`config.mk`:
```
export PLATFORM = sky130hd
export DESIGN_NAME = block_average_pixelate_2x2
export DESIGN_NICKNAME = d
export VERILOG_FILES = /design/src/bap_pkg.sv /design/src/block_average_pixelate_2x2.sv /design/src/bap_ram.sv /design/src/bap_front.sv /design/src/bap_fifo.sv /design/src/bap_back.sv
export SDC_FILE = /design/constraint.sdc
export NUM_CORES = 2
export LEC_CHECK = 0
export ABC_CLOCK_PERIOD_IN_PS = 12700
export BUFFER_PORTS_ARGS = -buffer_cell sky130_fd_sc_hd__buf_4
export CAP_MARGIN = 20
export CORE_MARGIN = 2
export CORE_UTILIZATION = 40
export DETAILED_ROUTE_END_ITERATION = 10
export PLACE_DENSITY_LB_ADDON = 0.1
export SYNTH_ARGS = -nofsm -noshare
export SYNTH_HDL_FRONTEND = slang
export SYNTH_SLANG_ARGS = --single-unit
```
`constraint.sdc`:
```
create_clock -name i_clk -period 12.7 [get_ports i_clk]
set_input_delay 1.27 -clock i_clk [delete_from_list [all_inputs] [get_ports i_clk]]
set_output_delay 1.27 -clock i_clk [all_outputs]
set_load 0.01 [all_outputs]
```
`src/bap_pkg.sv`:
```
// Shared constants and types for the 2x2 block-average pixelate block.
package bap_pkg;

    // Field widths
    localparam int PIX_W   = 8;
    localparam int CFG_W   = 9;
    localparam int COORD_W = 9;
    localparam int SUM_W   = PIX_W + 1;

    // Stream widths, padded to whole bytes
    localparam int IN_TDATA_W  = 8;
    localparam int OUT_FIELD_W = PIX_W + 2 * COORD_W;
    localparam int OUT_TDATA_W = ((OUT_FIELD_W + 7) / 8) * 8;

    // Default size limits
    localparam int DEF_MAX_WIDTH  = 512;
    localparam int DEF_MAX_HEIGHT = 512;

    // Configuration register map
    localparam int CFG_ADDR_W = 1;
    localparam logic [CFG_ADDR_W-1:0] REG_WIDTH_PAIRS  = 1'd0;
    localparam logic [CFG_ADDR_W-1:0] REG_HEIGHT_PAIRS = 1'd1;

    localparam logic [CFG_W-1:0] WIDTH_PAIRS_RST  = 9'd256;
    localparam logic [CFG_W-1:0] HEIGHT_PAIRS_RST = 9'd256;

    // Block queue between front and back
    localparam int QUEUE_DEPTH = 4;

    // One finished 2x2 block: average, bottom-right coordinate and last-block flag
    typedef struct packed {
        logic [PIX_W-1:0]   avg;
        logic [COORD_W-1:0] row;
        logic [COORD_W-1:0] col;
        logic               last;
    } t_blk;

endpackage

```
`src/block_average_pixelate_2x2.sv`:
```
// Top level of the 2x2 block-average pixelate block.
//
// Channel   Dir  Handshake                    Content (low bit first)
// s_axis    in   s_axis_tvalid/tready         tdata: pixel_in[7:0]
// m_axis    out  m_axis_tvalid/tready         tdata: pixel_out[7:0], out_row[16:8],
//                                             out_col[25:17], zero pad;
//                                             tlast: image_done; tuser: block_done
// cfg       in   i_cfg_we                     addr 0 width_pairs, addr 1 height_pairs
//
// The input takes one pixel per cycle while the block queue has room. Each odd-column
// pixel of an odd row yields four results and the output port moves one result per
// cycle while m_axis_tready is high, so a sustained odd row is paced by the output. The
// first result of a block passes through the line read and sum stage, the block queue
// and the output register. Reset clears counters and sets both sizes to 256; the line
// buffer is not cleared. The input stalls while three or more blocks wait in the queue.
module block_average_pixelate_2x2 #(
    parameter int MAX_WIDTH  = bap_pkg::DEF_MAX_WIDTH,
    parameter int MAX_HEIGHT = bap_pkg::DEF_MAX_HEIGHT
) (
    input  logic                            i_clk,
    input  logic                            i_rst_n,
    input  logic                            i_cfg_we,
    input  logic [bap_pkg::CFG_ADDR_W-1:0]  i_cfg_addr,
    input  logic [bap_pkg::CFG_W-1:0]       i_cfg_wdata,
    input  logic                            s_axis_tvalid,
    output logic                            s_axis_tready,
    input  logic [bap_pkg::IN_TDATA_W-1:0]  s_axis_tdata,   // pixel_in
    output logic                            m_axis_tvalid,
    input  logic                            m_axis_tready,
    output logic [bap_pkg::OUT_TDATA_W-1:0] m_axis_tdata,   // pixel_out, out_row, out_col
    output logic                            m_axis_tlast,   // image_done
    output logic                            m_axis_tuser    // block_done
);
    import bap_pkg::*;

    logic q_push;
    t_blk q_in;
    logic q_pop;
    logic q_valid;
    t_blk q_head;
    logic q_afull;

    bap_front #(
        .MAX_WIDTH  (MAX_WIDTH),
        .MAX_HEIGHT (MAX_HEIGHT)
    ) u_front (
        .i_clk       (i_clk),
        .i_rst_n     (i_rst_n),
        .i_cfg_we    (i_cfg_we),
        .i_cfg_addr  (i_cfg_addr),
        .i_cfg_wdata (i_cfg_wdata),
        .i_valid     (s_axis_tvalid),
        .o_ready     (s_axis_tready),
        .i_pixel     (s_axis_tdata[PIX_W-1:0]),
        .i_q_afull   (q_afull),
        .o_push      (q_push),
        .o_entry     (q_in)
    );

    bap_fifo u_queue (
        .i_clk   (i_clk),
        .i_rst_n (i_rst_n),
        .i_push  (q_push),
        .i_entry (q_in),
        .i_pop   (q_pop),
        .o_valid (q_valid),
        .o_head  (q_head),
        .o_afull (q_afull)
    );

    bap_back u_back (
        .i_clk     (i_clk),
        .i_rst_n   (i_rst_n),
        .i_q_valid (q_valid),
        .i_q_head  (q_head),
        .o_pop     (q_pop),
        .o_tvalid  (m_axis_tvalid),
        .i_tready  (m_axis_tready),
        .o_tdata   (m_axis_tdata),
        .o_tlast   (m_axis_tlast),
        .o_tuser   (m_axis_tuser)
    );

endmodule

```
`src/bap_ram.sv`:
```
// Generic single-write, single-read RAM with registered read data.
module bap_ram #(
    parameter int WIDTH = 9,
    parameter int DEPTH = 256
) (
    i_clk,
    i_we,
    i_waddr,
    i_wdata,
    i_raddr,
    o_rdata
);
    localparam int AW = (DEPTH > 1) ? $clog2(DEPTH) : 1;

    input  logic             i_clk;
    input  logic             i_we;
    input  logic [AW-1:0]    i_waddr;
    input  logic [WIDTH-1:0] i_wdata;
    input  logic [AW-1:0]    i_raddr;
    output logic [WIDTH-1:0] o_rdata;

    logic [WIDTH-1:0] r_mem [DEPTH];
    logic [WIDTH-1:0] r_rdata;

    always_ff @(posedge i_clk) begin
        if (i_we) begin
            r_mem[i_waddr] <= i_wdata;
        end
        r_rdata <= r_mem[i_raddr];
    end

    assign o_rdata = r_rdata;

endmodule

```
`src/bap_front.sv`:
```
// Front end: config registers, raster counters, line buffer and block sum.
module bap_front #(
    parameter int MAX_WIDTH  = bap_pkg::DEF_MAX_WIDTH,
    parameter int MAX_HEIGHT = bap_pkg::DEF_MAX_HEIGHT
) (
    input  logic                           i_clk,
    input  logic                           i_rst_n,
    input  logic                           i_cfg_we,
    input  logic [bap_pkg::CFG_ADDR_W-1:0] i_cfg_addr,
    input  logic [bap_pkg::CFG_W-1:0]      i_cfg_wdata,
    input  logic                           i_valid,
    output logic                           o_ready,
    input  logic [bap_pkg::PIX_W-1:0]      i_pixel,
    input  logic                           i_q_afull,
    output logic                           o_push,
    output bap_pkg::t_blk                  o_entry
);
    import bap_pkg::*;

    localparam int LINE_DEPTH = MAX_WIDTH / 2;
    localparam int AW   = (LINE_DEPTH > 1) ? $clog2(LINE_DEPTH) : 1;
    localparam int CW   = $clog2(MAX_WIDTH);
    localparam int RW   = $clog2(MAX_HEIGHT);
    localparam int WC_W = (CW + 1 > CFG_W + 1) ? CW + 1 : CFG_W + 1;
    localparam int HC_W = (RW + 1 > CFG_W + 1) ? RW + 1 : CFG_W + 1;
    localparam logic [WC_W-1:0] W_CAP = WC_W'(MAX_WIDTH / 2);
    localparam logic [HC_W-1:0] H_CAP = HC_W'(MAX_HEIGHT / 2);

    logic [CFG_W-1:0] r_width_pairs;
    logic [CFG_W-1:0] r_height_pairs;
    logic [CW-1:0]    r_col;
    logic [CW-1:0]    n_col;
    logic [RW-1:0]    r_row;
    logic [RW-1:0]    n_row;
    logic [PIX_W-1:0] r_held;

    logic             r_s1_valid;
    logic [SUM_W-1:0] r_s1_sum;
    logic [COORD_W-1:0] r_s1_row;
    logic [COORD_W-1:0] r_s1_col;
    logic             r_s1_last;

    logic [WC_W-1:0]  wp_ext;
    logic [WC_W-1:0]  w_pairs;
    logic [WC_W-1:0]  img_width;
    logic [WC_W-1:0]  col_inc;
    logic [HC_W-1:0]  hp_ext;
    logic [HC_W-1:0]  h_pairs;
    logic [HC_W-1:0]  img_height;
    logic [HC_W-1:0]  row_ext;
    logic [HC_W-1:0]  row_inc;
    logic             col_wrap;
    logic             row_end;
    logic             row_over;
    logic             accept;
    logic             line_we;
    logic             emit;
    logic [AW-1:0]    slot;
    logic [SUM_W-1:0] pair_sum;
    logic [SUM_W-1:0] line_rdata;
    logic [SUM_W:0]   blk_total;

    // Config register writes
    always_ff @(posedge i_clk) begin
        if (!i_rst_n) begin
            r_width_pairs  <= WIDTH_PAIRS_RST;
            r_height_pairs <= HEIGHT_PAIRS_RST;
        end else if (i_cfg_we) begin
            case (i_cfg_addr)
                REG_WIDTH_PAIRS:  r_width_pairs  <= i_cfg_wdata;
                REG_HEIGHT_PAIRS: r_height_pairs <= i_cfg_wdata;
                default: ;
            endcase
        end
    end

    // Effective size: zero acts as one; width clamps to the line buffer, height to MAX_HEIGHT/2
    assign wp_ext     = WC_W'(r_width_pairs);
    assign w_pairs    = (wp_ext == '0) ? WC_W'(1) : ((wp_ext > W_CAP) ? W_CAP : wp_ext);
    assign img_width  = w_pairs << 1;
    assign hp_ext     = HC_W'(r_height_pairs);
    assign h_pairs    = (hp_ext == '0) ? HC_W'(1) : ((hp_ext > H_CAP) ? H_CAP : hp_ext);
    assign img_height = h_pairs << 1;

    // Raster position bookkeeping
    assign col_inc  = WC_W'(r_col) + WC_W'(1);
    assign row_ext  = HC_W'(r_row);
    assign row_inc  = row_ext + HC_W'(1);
    assign col_wrap = (col_inc >= img_width);
    assign row_end  = (row_inc >= img_height);
    assign row_over = (row_ext >= img_height);

    always_comb begin
        if (col_wrap) begin
            n_col = '0;
            n_row = row_end ? '0 : RW'(row_inc);
        end else begin
            n_col = CW'(col_inc);
            n_row = row_over ? '0 : r_row;
        end
    end

    assign o_ready = !i_q_afull;
    assign accept  = i_valid && o_ready;
    assign slot    = AW'(r_col >> 1);
    assign pair_sum = SUM_W'(r_held) + SUM_W'(i_pixel);
    assign line_we = accept && r_col[0] && !r_row[0];
    assign emit    = accept && r_col[0] && r_row[0];

    always_ff @(posedge i_clk) begin
        if (!i_rst_n) begin
            r_col <= '0;
            r_row <= '0;
        end else if (accept) begin
            r_col <= n_col;
            r_row <= n_row;
        end
    end

    // Left pixel of each pair
    always_ff @(posedge i_clk) begin
        if (accept && !r_col[0]) begin
            r_held <= i_pixel;
        end
    end

    // Pair sums of the top row of each block
    bap_ram #(
        .WIDTH (SUM_W),
        .DEPTH (LINE_DEPTH)
    ) u_line (
        .i_clk   (i_clk),
        .i_we    (line_we),
        .i_waddr (slot),
        .i_wdata (pair_sum),
        .i_raddr (slot),
        .o_rdata (line_rdata)
    );

    // Stage 1: wait for the line read, then add the top pair
    always_ff @(posedge i_clk) begin
        if (!i_rst_n) begin
            r_s1_valid <= 1'b0;
        end else begin
            r_s1_valid <= emit;
        end
    end

    always_ff @(posedge i_clk) begin
        if (emit) begin
            r_s1_sum  <= pair_sum;
            r_s1_row  <= COORD_W'(r_row);
            r_s1_col  <= COORD_W'(r_col);
            r_s1_last <= col_wrap && row_end;
        end
    end

    assign blk_total     = (SUM_W + 1)'(line_rdata) + (SUM_W + 1)'(r_s1_sum);
    assign o_push        = r_s1_valid;
    assign o_entry.avg   = blk_total[SUM_W:2];
    assign o_entry.row   = r_s1_row;
    assign o_entry.col   = r_s1_col;
    assign o_entry.last  = r_s1_last;

endmodule

```
`src/bap_fifo.sv`:
```
// Short queue of finished blocks between front and back.
module bap_fifo (
    input  logic          i_clk,
    input  logic          i_rst_n,
    input  logic          i_push,
    input  bap_pkg::t_blk i_entry,
    input  logic          i_pop,
    output logic          o_valid,
    output bap_pkg::t_blk o_head,
    output logic          o_afull
);
    import bap_pkg::*;

    localparam int PW = (QUEUE_DEPTH > 1) ? $clog2(QUEUE_DEPTH) : 1;
    localparam int NW = $clog2(QUEUE_DEPTH + 1);

    t_blk          r_buf [QUEUE_DEPTH];
    logic [PW-1:0] r_wptr;
    logic [PW-1:0] r_rptr;
    logic [NW-1:0] r_count;

    function automatic logic [PW-1:0] ptr_next(input logic [PW-1:0] p);
        ptr_next = (p == PW'(QUEUE_DEPTH - 1)) ? '0 : p + PW'(1);
    endfunction

    always_ff @(posedge i_clk) begin
        if (i_push) begin
            r_buf[r_wptr] <= i_entry;
        end
    end

    // Pointers and fill level
    always_ff @(posedge i_clk) begin
        if (!i_rst_n) begin
            r_wptr  <= '0;
            r_rptr  <= '0;
            r_count <= '0;
        end else begin
            if (i_push) begin
                r_wptr <= ptr_next(r_wptr);
            end
            if (i_pop) begin
                r_rptr <= ptr_next(r_rptr);
            end
            if (i_push && !i_pop) begin
                r_count <= r_count + NW'(1);
            end else if (i_pop && !i_push) begin
                r_count <= r_count - NW'(1);
            end
        end
    end

    assign o_valid = (r_count != '0);
    assign o_head  = r_buf[r_rptr];
    // One stage of the front may still be in flight, so leave a slot for it
    assign o_afull = (r_count >= NW'(QUEUE_DEPTH - 1));

endmodule

```
`src/bap_back.sv`:
```
// Back end: replays each block average for its four pixels into the output register.
module bap_back (
    input  logic                             i_clk,
    input  logic                             i_rst_n,
    input  logic                             i_q_valid,
    input  bap_pkg::t_blk                    i_q_head,
    output logic                             o_pop,
    output logic                             o_tvalid,
    input  logic                             i_tready,
    output logic [bap_pkg::OUT_TDATA_W-1:0]  o_tdata,
    output logic                             o_tlast,
    output logic                             o_tuser
);
    import bap_pkg::*;

    localparam int PAD_W = OUT_TDATA_W - OUT_FIELD_W;

    // Output order within a block
    localparam logic [1:0] PH_TL = 2'd0;
    localparam logic [1:0] PH_BL = 2'd1;
    localparam logic [1:0] PH_TR = 2'd2;
    localparam logic [1:0] PH_BR = 2'd3;

    logic [1:0]         r_phase;
    logic               r_tvalid;
    logic [PIX_W-1:0]   r_pix;
    logic [COORD_W-1:0] r_row;
    logic [COORD_W-1:0] r_col;
    logic               r_block_done;
    logic               r_image_done;

    logic               load;
    logic [COORD_W-1:0] top_row;
    logic [COORD_W-1:0] left_col;
    logic [COORD_W-1:0] n_row;
    logic [COORD_W-1:0] n_col;
    logic               n_block_done;
    logic               n_image_done;

    assign load  = i_q_valid && (!r_tvalid || i_tready);
    assign o_pop = load && (r_phase == PH_BR);

    // Stored coordinate is the odd (bottom-right) one; clear bit 0 for top/left
    assign top_row  = {i_q_head.row[COORD_W-1:1], 1'b0};
    assign left_col = {i_q_head.col[COORD_W-1:1], 1'b0};

    always_comb begin
        n_block_done = 1'b0;
        n_image_done = 1'b0;
        case (r_phase)
            PH_TL: begin
                n_row = top_row;
                n_col = left_col;
            end
            PH_BL: begin
                n_row = i_q_head.row;
                n_col = left_col;
            end
            PH_TR: begin
                n_row = top_row;
                n_col = i_q_head.col;
            end
            PH_BR: begin
                n_row        = i_q_head.row;
                n_col        = i_q_head.col;
                n_block_done = 1'b1;
                n_image_done = i_q_head.last;
            end
            default: begin
                n_row = top_row;
                n_col = left_col;
            end
        endcase
    end

    // Phase and output valid
    always_ff @(posedge i_clk) begin
        if (!i_rst_n) begin
            r_phase  <= PH_TL;
            r_tvalid <= 1'b0;
        end else if (load) begin
            r_phase  <= r_phase + 2'd1;
            r_tvalid <= 1'b1;
        end else if (i_tready) begin
            r_tvalid <= 1'b0;
        end
    end

    // Output payload
    always_ff @(posedge i_clk) begin
        if (load) begin
            r_pix        <= i_q_head.avg;
            r_row        <= n_row;
            r_col        <= n_col;
            r_block_done <= n_block_done;
            r_image_done <= n_image_done;
        end
    end

    assign o_tvalid = r_tvalid;
    assign o_tdata  = {{PAD_W{1'b0}}, r_col, r_row, r_pix};
    assign o_tlast  = r_image_done;
    assign o_tuser  = r_block_done;

endmodule
```
==> run_results.csv <==
group,metric,value,unit
clock_network,cts_resized,0,
routing,avgRoutedWirePerCell,30.91,um
synthesis,yosysWarningCount,0,
grt,grt_max_degree,193,
synthesis,synth_top_area_share,0.7631,
power_and_ir_drop,peakVddDrop,0.1668,mV
synthesis,ys.flop_type,"edfxtp_1",
routing,viasPerCell,5.693,
run_status,status,"complete, no violations",
cells_and_area,multi_input_area,0.02066,mm^2
clock_network,clock-root-buffer,"clkbuf_16",
cells_and_area,fill_cells,20410,
routing,wl_met1,109.9,mm
synthesis,syn_avg_cell_area,21.56,um^2
die,dieArea,0.2475,mm^2
clock_network,post_cts_buffers,0,
synthesis,synthArstFlopShare,0,
synthesis,synthTopCellsByArea,"edfxtp_1 (76%), mux4_2 (14%), nor2_1 (1.2%)",
routing,wl_met3,14.56,mm
synthesis,synth.most_common_cell,"edfxtp_1",
sta,final-hold-violation-count,0,
sta,drv_slew,0,
routing,wl_met2,122.3,mm
grt,gr-total-overflow,0,
clock_network,cts_htree_levels,5,
sta,rsz0062_at_grt,"no",
die,start_util,0.4013,
worst_hold_path,hold_class,"flip-flop to flip-flop",
sta,skew,29.58,ps
sta,period_share,0.4315,
routing,initialDrtViolationCount,4998,
die,die_height,497.5,um
grt,grt_use_total,0.2022,
sta,final.setup.tns,0,ps
job,drv_cap,0,
clock_network,holdBufCountCts,0,
placement,dp_hpwl,143.5,mm
sta,finalSetupViolCount,0,
routing,dr_total_vias,46340,
sta,fin_crit,5480,ps
synthesis,synthTopCellsByCount,"edfxtp_1 (2476), mux4_2 (603), nor2_1 (310)",
synthesis,synthesis.instances,4519,
power_and_ir_drop,comb_power_share,0.050,
worst_setup_path,critPathKind,"flip-flop to flip-flop",
routing,top_layer,"met4",
worst_setup_path,worstPathMaxFanout,44,
clock_network,cts_max_path_buffers,4,
cells_and_area,final-seq-area,0.07552,mm^2
cells_and_area,drive_gt1_frac,0.2475,
sta,max_freq,182.5,MHz
synthesis,ys_ff_latch,2534,
grt,grt_pass1_wl,360.9,mm
power_and_ir_drop,clkPwrFrac,0.426,
placement,io_buffers,52,
power_and_ir_drop,total_leakage_power,33.69,nW
die,rows,181,
sta,max_slew.worst_pin.slew,1274,ps
routing,drc,0,
synthesis,yosysTopAreaCell,"edfxtp_1",
worst_setup_path,crit_arrival,6230,ps
power_and_ir_drop,p_seq_frac,0.525,
routing,drt-total-wl,251.6,mm
routing,drtPass1Iterations,7,
worst_setup_path,end_kind,"flip-flop",
power_and_ir_drop,swShare,0.2156,
worst_setup_path,start_kind,"flip-flop",
power_and_ir_drop,cell_internal_pwr,0.01428,W
clock_network,cts.sinks,2534,
synthesis,syn-cell-area,0.09743,mm^2
routing,ant_nets,0,
clock_network,numCtsBuffers,288,
sta,slew_headroom,0.1504,
clock_network,cts_tree,"yes",
worst_setup_path,cp.required,13450,ps
cells_and_area,syn2layout_area_growth,13.48,%
die,core,0.2428,mm^2
power_and_ir_drop,power.switching,0.003925,W
clock_network,clkSlewWorstSetupHoldPaths,60,ps
synthesis,synth_edf_count,2476,
die,io_pins,59,
power_and_ir_drop,p_per_area,164.6,mW/mm^2
placement,gp_congestion,0.7683,
synthesis,ys_types,59,
die,chipWidth,497.5,um
grt,first_global_vias,47760,
cells_and_area,final_util,0.4554,
cells_and_area,layout.nets,4806,
clock_network,clock_latency,930,ps
synthesis,seq_area_frac_synth,0.7751,
grt,antenna_found_initial,7,
-- flip-flops by register name, summed over array words and instances, names as in the netlist, 8 cells and up, named ones only --
signal,count
u_back.r_col,9
u_back.r_pix,8
u_back.r_row,9
u_front.r_col,9
u_front.r_height_pairs,9
u_front.r_held,8
u_front.r_row,9
u_front.r_s1_col,9
u_front.r_s1_row,9
u_front.r_s1_sum,9
u_front.r_width_pairs,9
u_front.u_line.o_rdata,9
u_front.u_line.r_mem,2304
u_queue.r_buf,108
-- stage by stage --
stage	setup slack (ps)	cells	hold WS, ps	cell area [um^2]	power (W)
2_1_floorplan	1334	4524	406.4	97450	0.01039
3_3_place_gp	7017	7618	446.1	101600	0.01064
3_5_place_dp	7096	7636	449.4	101900	0.01066
4_1_cts	7048	8131	457.9	110500	0.01840
5_1_grt	6746	8138	498.9	110600	0.01878
6_report	7220	8141	456.5	110600	0.01820
-- critical path, cell delays in order (launching register included) --
cell      delay [ps]
dfxtp_4          950
buf_4            870
buf_4            640
buf_4            630
mux4_2           580
a22o_1           260
a221oi_1         490
o221ai_1         420
a22oi_1          270
o211ai_1         100
-- cell usage in the layout, fill, tap and decap left out, types with 9 or more instances in the layout --
cell type and n:
a22o_1 90, a221oi_1 83, bufinv_16 13, nand2_2 13, buf_12 11, a22oi_1 121, clkbuf_1 55, ha_1 52
nand3_1 17, nor3_1 23, inv_1 20, clkinv_1 67, dfxtp_1 55, and2_1 10, buf_4 165, clkinv_2 48
mux4_2 603, o22ai_1 27, nand2_1 73, xnor2_1 14, o211ai_1 13, edfxtp_1 2476, o21ai_0 9, nor2_1 307
buf_6 9, xor2_1 9, o221ai_1 18, a21oi_1 90, nor2b_1 9, o21ai_1 10, clkbuf_16 295
-- kinds of logic after synthesis --
kind of cell             after synthesis  share of synthesized area
XOR/XNOR                              28                   0.002517
AO/OA/AOI/OAI                        507                    0.03946
other                                  1                 0.00003849
multiplexers                         607                     0.1398
buffers and inverters                297                    0.01500
flip-flops                          2534                     0.7751
AND/OR/NAND/NOR                      490                    0.02088
adder cells (fa/ha/maj)               55                   0.007217
-- power groups by stage --
stage	combinational [W]	clock [W]	sequential, W
global placement	0.000910	0	0.00973
floorplan	0.000512	0	0.00988
CTS	0.000932	0.00792	0.00955
finish	0.000901	0.00775	0.00956
detailed placement	0.000934	0	0.00973
global route	0.000986	0.00824	0.00955
-- layout make-up --
type | instances | share of cell area
flip-flops and latches | 2534 | 0.6830
multi-input cells | 1693 | 0.1869
clock buffers | 355 | 0.06926
well taps | 3202 | 0.03624
repair buffers | 187 | 0.01461
clock inverters | 140 | 0.008974
inverters | 24 | 0.0008827
diodes | 6 | 0.0001358
-- routing by layer --
metal / global-route usage / up-vias
met3: 0.03313 / 304
met4: 0.04668 / 0
li1: - / 19480
met5: 0 / -
met1: 0.2907 / 25150
met2: 0.3250 / 1406
-- path summary, 6_finish.rpt --
kind | slack [ps] | end | cells after the start | from
setup / recovery | 7220 | u_front.u_line.o_rdata[7] | 9 | u_front.r_col[1]
hold / removal | 460 | u_front.r_height_pairs[0] | 2 | u_front.r_height_pairs[0]
setup reg to reg | 7220 | u_front.u_line.o_rdata[7] | 9 | u_front.r_col[1]
hold reg to reg | 460 | u_front.r_height_pairs[0] | 2 | u_front.r_height_pairs[0]
(Power assumes the default switching activity.)
